$ cat config.mk
export PLATFORM = sky130hd
export DESIGN_NAME = octc_decode
export DESIGN_NICKNAME = d
export VERILOG_FILES = /design/src/octc_pkg.sv /design/src/octc_decode.sv
export SDC_FILE = /design/constraint.sdc
export NUM_CORES = 1
export LEC_CHECK = 0
export ABC_CLOCK_PERIOD_IN_PS = 15900
export BUFFER_PORTS_ARGS = -buffer_cell sky130_fd_sc_hd__buf_2
export CAP_MARGIN = 30
export CORE_ASPECT_RATIO = 0.7
export CORE_MARGIN = 2
export CORE_UTILIZATION = 60
export DETAILED_ROUTE_END_ITERATION = 6
export PLACE_DENSITY = 0.85
export SLEW_MARGIN = 20
export SYNTH_ARGS = -nofsm -noshare
export SYNTH_HDL_FRONTEND = slang
export SYNTH_SLANG_ARGS = --single-unit
$ cat constraint.sdc
create_clock -name vclk -period 15.9
set_input_delay 3.18 -clock vclk [all_inputs]
set_output_delay 3.18 -clock vclk [all_outputs]
set_load 0.01 [all_outputs]
$ cat src/octc_pkg.sv
// ----------------------------------------------------------------------------
// octc_pkg
// Shared types and constants of the control-message dedup filter.
// ----------------------------------------------------------------------------
package octc_pkg;

    localparam int IDX_BITS   = 7;
    localparam int LEVEL_BITS = 7;
    localparam int TIME_BITS  = 32;
    localparam int PERIOD_BITS = 16;

    localparam int IN_TDATA_W  = 184;
    localparam int OUT_TDATA_W = 88;

    localparam logic [PERIOD_BITS-1:0] PERIOD_RESET = 16'd200;

    // Address characters and lengths
    localparam logic [7:0] CH_SLASH = 8'h2F;
    localparam logic [7:0] CH_M     = 8'h6D;
    localparam logic [7:0] CH_I     = 8'h69;
    localparam logic [7:0] CH_E     = 8'h65;
    localparam logic [7:0] CH_0     = 8'h30;
    localparam logic [7:0] CH_9     = 8'h39;
    localparam logic [7:0] LEN_ONE_DIGIT = 8'd7;
    localparam logic [7:0] LEN_TWO_DIGIT = 8'd8;
    localparam logic [7:0] ARGS_EXPECTED = 8'd1;

    // Decoded message: address, argument check and quantised level.
    typedef struct packed {
        logic                  valid;
        logic [IDX_BITS-1:0]   idx;
        logic [LEVEL_BITS-1:0] level;
    } decode_t;

    // Table entry as seen by the filter stage.
    typedef struct packed {
        logic                  valid;
        logic [LEVEL_BITS-1:0] level;
        logic [TIME_BITS-1:0]  stamp;
    } lookup_t;

endpackage

$ cat src/octc_decode.sv
// ----------------------------------------------------------------------------
// octc_decode
// Address check, index extraction and value quantisation of one message.
// ----------------------------------------------------------------------------
module octc_decode #(
    parameter int TABLE_SIZE = 128,
    parameter int LEVELS     = 128
) (
    input  logic [63:0]          addr_bytes,
    input  logic [7:0]           addr_len,
    input  logic [7:0]           arg_count,
    input  logic                 arg_is_float,
    input  logic signed [31:0]   value_q16,
    output octc_pkg::decode_t    msg
);
    import octc_pkg::*;

    localparam logic [LEVEL_BITS-1:0] LVL_MAX = LEVEL_BITS'(LEVELS - 1);

    function automatic logic is_digit(input logic [7:0] c);
        return (c >= CH_0) && (c <= CH_9);
    endfunction

    logic [7:0]              ch [8];
    logic [3:0]              d_hi;
    logic [3:0]              d_lo;
    logic [IDX_BITS-1:0]     n;
    logic                    prefix_ok;
    logic                    digits_ok;
    logic                    len_ok;
    logic signed [39:0]      prod;
    logic signed [39:0]      rounded;
    logic [22:0]             q;
    logic [LEVEL_BITS-1:0]   lvl;

    always_comb
    begin
        for (int i = 0; i < 8; i++)
        begin
            ch[i] = addr_bytes[63 - 8*i -: 8];
        end
    end

    assign d_hi = 4'(ch[6] - CH_0);
    assign d_lo = 4'(ch[7] - CH_0);

    assign len_ok    = (addr_len == LEN_ONE_DIGIT) || (addr_len == LEN_TWO_DIGIT);
    assign prefix_ok = (ch[0] == CH_SLASH) && (ch[1] == CH_M) && (ch[2] == CH_I)
                    && (ch[3] == CH_E) && (ch[4] == CH_M) && (ch[5] == CH_SLASH);
    assign digits_ok = is_digit(ch[6])
                    && ((addr_len == LEN_ONE_DIGIT) || is_digit(ch[7]));

    // Two digits: tens times ten as a pair of shifts, plus units.
    always_comb
    begin
        if (addr_len == LEN_TWO_DIGIT)
        begin
            n = IDX_BITS'({d_hi, 3'b000}) + IDX_BITS'({d_hi, 1'b0}) + IDX_BITS'(d_lo);
        end
        else
        begin
            n = IDX_BITS'(d_hi);
        end
    end

    // Level = (LEVELS-1)*v rounded half up, clamped to 0..LEVELS-1.
    assign prod    = value_q16 * $signed({1'b0, LVL_MAX});
    assign rounded = prod + 40'sd32768;
    assign q       = rounded[38:16];

    always_comb
    begin
        priority if (rounded[39])
        begin
            lvl = '0;
        end
        else if (q > 23'(LVL_MAX))
        begin
            lvl = LVL_MAX;
        end
        else
        begin
            lvl = q[LEVEL_BITS-1:0];
        end
    end

    always_comb
    begin
        msg.valid = (arg_count == ARGS_EXPECTED) && arg_is_float && len_ok && prefix_ok
                 && digits_ok && ({1'b0, n} < 8'(TABLE_SIZE));
        msg.idx   = msg.valid ? n : '0;
        msg.level = msg.valid ? lvl : '0;
    end

endmodule

# After elaboration in Yosys (flattened, before gate mapping)
# Index checks and enable logic that the tools add are counted.
dict set report totals {
  register_bits 0
  in_bits 113
  elab_cells 39
}
dict set report classes {
  mux 5
  eq_ne 9
  n_lt_le_gt_ge 5
  n_reduce_logical 14
  mul 1
  add_sub_neg 5
}
# op n
set op_table {}
lappend op_table {{$add 40x17->40 const B} 1}
lappend op_table {{$mul 32x8->40 const B} 1}
lappend op_table {{$mux 7} 5}
lappend op_table {{$eq 8x7->1 const B} 4}
lappend op_table {{$gt 23x7->1 const B} 1}
lappend op_table {{$eq 8x6->1 const B} 2}
lappend op_table {{$ge 8x6->1 const B} 2}
lappend op_table {{$le 8x6->1 const B} 2}
lappend op_table {{$logic_and 1x1->1} 12}
lappend op_table {{$eq 8x1->1 const B} 1}
lappend op_table {{$eq 8x3->1 const B} 1}
lappend op_table {{$eq 8x4->1 const B} 1}
lappend op_table {{$sub 4x1->4 const B} 2}
lappend op_table {{$add 7x4->7} 1}
lappend op_table {{$add 7x5->7} 1}
lappend op_table {{$logic_or 1x1->1} 2}

# Longest topological paths before layout
# Gate-level depths: netlist of the first run.
dict set report depth {
  word_depth 9
  mapped_depth 21
  ltp_nobuf 20
}

# Worst setup path after synthesis of the first run
# OpenSTA, ideal clock, no wires.
dict set report synth_path {
  path_type {input-to-output}
  from {input value_q16[26]}
  to {output msg[0] (netlist bit)}
  setup_slack_ns 4.642
  cell_stages 19
  arrival_ns 8.078
  required_ns 12.720
  path_buffers 1
  cell_sequence {inv_1 fa_1 inv_1 fa_1 fa_1 inv_1 fa_1 inv_1 ha_1 clkbuf_1 a21oi_1 o21ai_0 o22ai_1 o41ai_2 xnor2_1 or4_1 or3_4 nor4_4 a41oi_1}
}
# element line
set synth_lines {}
lappend synth_lines {{start: declaration} octc_decode.sv:13} ;# input logic signed [31:0] value_q16,
lappend synth_lines {{end: declaration} octc_decode.sv:14} ;# output octc_pkg::decode_t msg

==> metrics.log, run 1 <==
INFO  metric run_status = finished clean
INFO  metric clkbuf_count = 0
INFO  metric drc = 0
INFO  metric ys.warnings.count = 0
INFO  metric power.ir.vdd_worst = ~130 uV
INFO  metric hold_buffers = 0
INFO  metric unrepaired_setup_endpoints_after_global_routing = false
INFO  metric report.final.slew_viol_count = 0
INFO  metric start_kind = input pin
INFO  metric core_region_area = between 10000 and 15000 um^2
INFO  metric first_global_vias = between 5000 and 6000
INFO  metric flops_and_latches = 0
INFO  metric synthesis.area_per_instance = around 8.7 um^2
INFO  metric timing.final.hold_violations = 0
INFO  metric yosys.cell_types.count = 55
INFO  metric post_synth_mux_area_share = 0.8427%
INFO  metric final_layout_size_suffix_gt1_share = about 15%
INFO  metric dp_cells = about 1100
INFO  metric dominant_combinational_cell_family_by_area_after_synthesis = adder cells
INFO  metric mostFrequentLayoutCell = sky130_fd_sc_hd__inv_1
INFO  metric dieWidth = 134.3 um
INFO  metric synth-simple-area-share = around a tenth
INFO  metric max_fo_critical_path = 10
INFO  metric finalSetupTns = 0 ns
INFO  metric route.final.wire_length = ~16 mm
INFO  metric start_util = between 60 and 70%
INFO  metric criticalPathCategory = in -> out
INFO  metric netlist_instances = 821
INFO  metric clock.fmax = roughly 83 MHz
INFO  metric die_outline_area = 12780 um^2
INFO  metric drt-vias-per-instance = approximately 5.3
INFO  metric fp-row-count = 33
INFO  metric port_buffers = 128
INFO  metric globalRouteOverflowTotal = 0
INFO  metric maximum_number_of_pins_on_one_net_before_global_route_repair = 11
INFO  metric antenna_found_initial = 0
INFO  metric post_synth_xor_area_fraction = ~5%
INFO  metric grt_first_pass_wirelength = around 27 mm
INFO  metric leakagePower = 4.385 nW
INFO  metric layout_min_cycle_time = between 10 and 15 ns
INFO  metric multi_input_area = between 6000 and 7000 um^2
INFO  metric power_density = about 210 nW/um^2
INFO  metric synth_fa_ha_area_share = a little under three fifths
INFO  metric average_routed_wire_per_standard_cell = 14.93 um
INFO  metric antenna_cells_inserted = 0
INFO  metric setup.worst_path.end_class = primary output
INFO  metric fin_cells = ~1100
INFO  metric num_io_pins = 128
INFO  metric commonest_non_fill_non_tap_cells_in_the_layout = sky130_fd_sc_hd__inv_1 (242), sky130_fd_sc_hd__fa_1 (137), sky130_fd_sc_hd__buf_2 (128)
INFO  metric mappedNetlistNets = 1175
INFO  metric detailed_place_hpwl = between 15 and 20 mm
INFO  metric finalSetupViolCount = 0
INFO  metric detail_route.first_pass.iterations = 6
INFO  metric min-delay-path-class = in -> out
INFO  metric seq_area_frac_synth = 0%
INFO  metric critical_path_arrival = 8.83 ns
INFO  metric max_cap_viols = 0
INFO  metric layout.nets = 1291
INFO  metric detail_route.iter0.violations = between 200 and 300
INFO  metric maxSlewHeadroom = approximately 52%
INFO  metric worst_ep_required_time = 12.72 ns
INFO  metric actual_slew_at_the_worst_max_slew_pin = 0.7188 ns
INFO  metric postCtsSetupBuffers = 0
INFO  metric timing.final.crit_share = approximately 76%
INFO  metric seq_area = 0 um^2
INFO  metric n_fill_cell = between 900 and 1000
INFO  metric synth.cell_area = around 7100 um^2
INFO  metric globalRouteTotalUtil = 25.94%
INFO  metric post_cts_resize_count = 0
INFO  metric drtAntennaViolNets = 0
INFO  metric synth-compound-area-share = around an eighth
INFO  metric syn_to_final_growth = 10.85%
INFO  metric place_congestion = between 0.9 and 1
INFO  metric dr_total_vias = about 5800
INFO  metric die-height = 95.19 um
logic make-up after synthesis:
| kind of cell | count (synthesis) |
|---|---|
| buffers and inverters | 256 |
| AOI/OAI and AO/OA | 142 |
| muxes | 6 |
| adders and majority gates | 243 |
| and+or+nand+nor | 133 |
| xor gates and xnor gates | 41 |
Yosys cell counts (all sizes together), types with 5 or more instances:
cell    number  area [um^2]
inv        242        908.4
fa         137         2743
ha         104         1301
a21oi       44        224.0
nor2        36        135.1
nand2       26        97.59
a21o        24        180.2
xnor2       21        183.9
xor2        20        175.2
nand4       18        112.6
o21ai       18        90.08
clkbuf      10        37.54
a31oi        9        56.30
nand3        9        45.04
o21bai       9        67.56
a41oi        7        61.31
mux2i        6        60.06
nor3         6        30.03
nor4         5        52.55
nor4b        5        43.79
o21a         5        37.54
critical path, cell delays in order:
cell                      delay, ns
sky130_fd_sc_hd__buf_2         0.11
sky130_fd_sc_hd__inv_1         0.10
sky130_fd_sc_hd__fa_1          0.54
sky130_fd_sc_hd__inv_1         0.05
sky130_fd_sc_hd__fa_1          0.48
sky130_fd_sc_hd__fa_1          0.55
sky130_fd_sc_hd__inv_1         0.06
sky130_fd_sc_hd__fa_1          0.52
sky130_fd_sc_hd__inv_1         0.04
sky130_fd_sc_hd__ha_1          0.47
sky130_fd_sc_hd__a21oi_2       0.12
sky130_fd_sc_hd__o21ai_1       0.35
sky130_fd_sc_hd__a31oi_1       0.12
sky130_fd_sc_hd__o41ai_2       0.28
sky130_fd_sc_hd__xnor2_1       0.10
sky130_fd_sc_hd__or4_1         0.52
sky130_fd_sc_hd__or3_4         0.39
sky130_fd_sc_hd__nor4_4        0.42
sky130_fd_sc_hd__a41oi_1       0.21
sky130_fd_sc_hd__buf_2         0.21
cell type report:
type | count | area share [%]
repair buffers | 128 | 8.109
multi-input cells | 565 | 77.91
inverters | 242 | 11.50
well taps | 157 | 2.487
report_power, final:
| group | internal, mW | switching (mW) |
|---|---|---|
| clock | 0 | 0 |
| combinational | 0.645 | 1.03 |
| sequential | 0 | 0 |
routing by layer:
metal  up-vias  global-route usage, %  routed length (um)
li1       2861                      -                   -
met1      2741                  42.54                8240
met2       201                  39.46                6833
met3         4                  1.701                1165
met4         0                  1.228                  70
met5         -                      0                   0
final timing paths:
path	startpoint	end	depth (start not counted)
setup / recovery	value_q16[22]	msg[2]	20
hold / removal	addr_bytes[0]	msg[7]	4
metrics by stage:
step / power, mW / setup WS, ns / cell area (um^2) / utilization (%) / hold WS [ns]
after global placement: 1.620 / 4.096 / 7900 / 67.85 / 6.705
after detailed placement: 1.639 / 3.915 / 7900 / 67.85 / 6.709
final: 1.678 / 3.890 / 7900 / 67.85 / 6.706
after floorplan: 1.282 / 4.642 / 7127 / - / 6.542
after global routing: 1.878 / 3.632 / 7900 / 67.85 / 6.789
after CTS: 1.645 / 3.917 / 7900 / 67.85 / 6.715
No activity file was read; power rests on OpenSTA's default activity.
==> run 2, diff against run 1 <==
--- a/config.mk
+++ b/config.mk
@@ -5,14 +5,15 @@
 export SDC_FILE = /design/constraint.sdc
 export NUM_CORES = 1
 export LEC_CHECK = 0
-export ABC_CLOCK_PERIOD_IN_PS = 15900
+export ABC_AREA = 1
+export ABC_CLOCK_PERIOD_IN_PS = 11400
 export BUFFER_PORTS_ARGS = -buffer_cell sky130_fd_sc_hd__buf_2
 export CAP_MARGIN = 30
 export CORE_ASPECT_RATIO = 0.7
 export CORE_MARGIN = 2
 export CORE_UTILIZATION = 60
 export DETAILED_ROUTE_END_ITERATION = 6
-export PLACE_DENSITY = 0.85
+export PLACE_DENSITY = 0.84
 export SLEW_MARGIN = 20
 export SYNTH_ARGS = -nofsm -noshare
 export SYNTH_HDL_FRONTEND = slang
==> constraint.sdc (replaced) <==
create_clock -name vclk -period 11.4
set_input_delay 2.28 -clock vclk [all_inputs]
set_output_delay 2.28 -clock vclk [all_outputs]
set_load 0.01 [all_outputs]
==> run 2 against run 1 <==
Net effect: via count rose by 24%; sequential cell count did not move; clock-buffer cell count did not move; critical path depth rose by 3; routed wire length rose by 24%; sequential share of layout area did not move; synthesized area rose by 9.8%; utilization rose by 0.94 points.
==> metrics.log, run 2 <==
INFO  metric run_status = finished clean
INFO  metric setup.worst_path.end_class = primary output
INFO  metric seq_area_frac_synth = 0% (unchanged)
INFO  metric start_util = 62.13% (+0.92 points)
INFO  metric first_global_vias = 6975 (+24%)
INFO  metric antenna_cells_inserted = 0 (unchanged)
INFO  metric actual_slew_at_the_worst_max_slew_pin = 0.4710 ns (-0.2478 ns)
INFO  metric max_cap_viols = 0 (unchanged)
INFO  metric layout.nets = 1585 (+23%)
INFO  metric drt-vias-per-instance = 5.173 (-2.7%)
INFO  metric globalRouteTotalUtil = 29.41% (+3.5 points)
INFO  metric drtAntennaViolNets = 0 (unchanged)
INFO  metric unrepaired_setup_endpoints_after_global_routing = false
INFO  metric die_outline_area = 13980 um^2 (+9.4%)
INFO  metric timing.final.hold_violations = 0 (unchanged)
INFO  metric leakagePower = 5.200 nW (+19%)
INFO  metric core_region_area = 12590 um^2 (+8.1%)
INFO  metric synth.cell_area = 7824 um^2 (+9.8%)
INFO  metric synthesis.area_per_instance = 7.100 um^2 (-18%)
INFO  metric flops_and_latches = 0 (unchanged)
INFO  metric post-synth-top-area-fraction = 35.06% (-3.4 points)
INFO  metric drc = 0 (unchanged)
INFO  metric mappedNetlistNets = 1456 (+24%)
INFO  metric die-height = 99.54 um (+4.6%)
INFO  metric maximum_number_of_pins_on_one_net_before_global_route_repair = 11 (unchanged)
INFO  metric criticalPathCategory = in -> out
INFO  metric dp_cells = 1391 (+27%)
INFO  metric fin_cells = 1391 (+27%)
INFO  metric timing.final.crit_share = 82.50%
INFO  metric hold_ws = 4.901 ns (-1.804 ns)
INFO  metric dieWidth = 140.5 um (+4.6%)
INFO  metric globalRouteOverflowTotal = 0 (unchanged)
INFO  metric critical_path_arrival = 7.12 ns (-1.71 ns)
INFO  metric average_routed_wire_per_standard_cell = 14.57 um (-2.4%)
INFO  metric finalSetupTns = 0 ns (unchanged)
INFO  metric yosys.cell_types.count = 35 (-36%)
INFO  metric antenna_found_initial = 0 (unchanged)
INFO  metric detail_route.first_pass.iterations = 6 (unchanged)
INFO  metric post_cts_resize_count = 0 (unchanged)
INFO  metric synthTopCellsByCount = sky130_fd_sc_hd__inv_1 (350), sky130_fd_sc_hd__nand2_1 (200), sky130_fd_sc_hd__fa_1 (137)
INFO  metric min-delay-path-class = in -> out
INFO  metric commonest_non_fill_non_tap_cells_in_the_layout = sky130_fd_sc_hd__inv_1 (350), sky130_fd_sc_hd__nand2_1 (200), sky130_fd_sc_hd__fa_1 (137)
INFO  metric maxSlewHeadroom = 68.31% (+17 points)
INFO  metric route.final.wire_length = 20.27 mm (+24%)
INFO  metric num_io_pins = 128 (unchanged)
INFO  metric grt_first_pass_wirelength = 33.24 mm (+23%)
INFO  metric final_layout_size_suffix_gt1_share = 12.53% (-2.2 points)
INFO  metric postCtsSetupBuffers = 0 (unchanged)
INFO  metric syn_to_final_growth = 10.71%
INFO  metric detailed_place_hpwl = 19.09 mm (+26%)
INFO  metric worst_ep_required_time = 9.12 ns (-3.60 ns)
INFO  metric report.final.slew_viol_count = 0 (unchanged)
INFO  metric layout_min_cycle_time = around 9.4 ns
INFO  metric synthMostInstantiatedCell = sky130_fd_sc_hd__inv_1
INFO  metric clkbuf_count = 0 (unchanged)
INFO  metric power_density = 295.1 nW/um^2 (+39%)
INFO  metric place_congestion = 0.9738 (+1.7%)
INFO  metric hold_buffers = 0 (unchanged)
INFO  metric port_buffers = 128 (unchanged)
INFO  metric detail_route.iter0.violations = 611 (+120%)
INFO  metric netlist_instances = 1102 (+34%)
INFO  metric yosys_top_cell_by_area = sky130_fd_sc_hd__fa_1
INFO  metric mostFrequentLayoutCell = sky130_fd_sc_hd__inv_1
INFO  metric clock.fmax = between 100 and 150 MHz
INFO  metric fp-row-count = 34 (+3.0%)
INFO  metric n_fill_cell = 1117 (+14%)
INFO  metric synthTopCellsByArea = sky130_fd_sc_hd__fa_1 (35%), sky130_fd_sc_hd__inv_1 (17%), sky130_fd_sc_hd__ha_1 (17%), sky130_fd_sc_hd__nand2_1 (9.6%), sky130_fd_sc_hd__nor2_1 (4.2%)
INFO  metric start_kind = input pin
INFO  metric ys.warnings.count = 0 (unchanged)
INFO  metric seq_area = 0 um^2 (unchanged)
INFO  metric power.ir.vdd_worst = 156.8 uV (+19%)
INFO  metric finalSetupViolCount = 0 (unchanged)
INFO  metric fin_total_pwr = 2.556 mW (+52%)
INFO  metric dr_total_vias = 7195 (+24%)
INFO  metric max_fo_critical_path = 7 (-3)
[run 2: final timing paths]
kind | from | to | cells after the start
min | addr_bytes[0] | msg[7] | 4
max | value_q16[13] | msg[5] | 23
[run 2: per-layer routing]
layer,share of wire (%),GRT usage [%]
met1,49,48.40
met3,9.5,4.092
met2,41,43.36
met4,0.11,0.6923
met5,0,0
[run 2: area by class of cell]
cell class / count / area [um^2] / share of cell area (%)
Multi-Input combinational cell: 746 / 6486 / 74.88
Tap cell: 162 / 202.7 / 2.340
Inverter: 355 / 1333 / 15.38
Timing Repair Buffer: 128 / 640.6 / 7.396
[run 2: worst max-delay path, cell delays in order]
cell	delay, ns
sky130_fd_sc_hd__buf_2	0.13
sky130_fd_sc_hd__fa_1	0.59
sky130_fd_sc_hd__inv_1	0.07
sky130_fd_sc_hd__fa_1	0.49
sky130_fd_sc_hd__inv_1	0.06
sky130_fd_sc_hd__fa_1	0.53
sky130_fd_sc_hd__inv_1	0.05
sky130_fd_sc_hd__fa_1	0.53
sky130_fd_sc_hd__inv_1	0.04
sky130_fd_sc_hd__ha_1	0.38
sky130_fd_sc_hd__nand2_1	0.16
sky130_fd_sc_hd__inv_2	0.10
sky130_fd_sc_hd__nand2_1	0.08
sky130_fd_sc_hd__nor3_2	0.27
sky130_fd_sc_hd__and3_1	0.22
sky130_fd_sc_hd__nand4_1	0.16
sky130_fd_sc_hd__nand4_1	0.15
sky130_fd_sc_hd__nand2_1	0.06
sky130_fd_sc_hd__nor2_1	0.19
sky130_fd_sc_hd__nand3_2	0.23
sky130_fd_sc_hd__nor2_1	0.15
sky130_fd_sc_hd__nor2_1	0.05
sky130_fd_sc_hd__buf_2	0.14
[run 2: power by group]
| group | total, mW | internal, mW | switching, mW |
|---|---|---|---|
| registers | 0 | 0 | 0 |
| clock network | 0 | 0 | 0 |
| logic | 2.56 | 0.867 | 1.69 |
| total | 2.56 | 0.867 | 1.69 |
[run 2: cells by family after synthesis]
family | count (synthesis) | share of synthesized area [%]
AND/OR/NAND/NOR | 387 | 21.38
buffers and inverters | 356 | 17.10
adder cells (fa/ha/maj) | 242 | 51.82
AO/OA/AOI/OAI | 90 | 6.685
XOR/XNOR | 27 | 3.023
[run 2: metrics by stage]
stage	utilization, %	cell area, um^2	setup WS [ns]
after floorplan	-	7824	2.936
after global placement	68.79	8662	2.166
after detailed placement	68.79	8662	2.098
after CTS	68.79	8662	2.080
after global routing	68.79	8662	1.756
final	68.79	8662	1.995
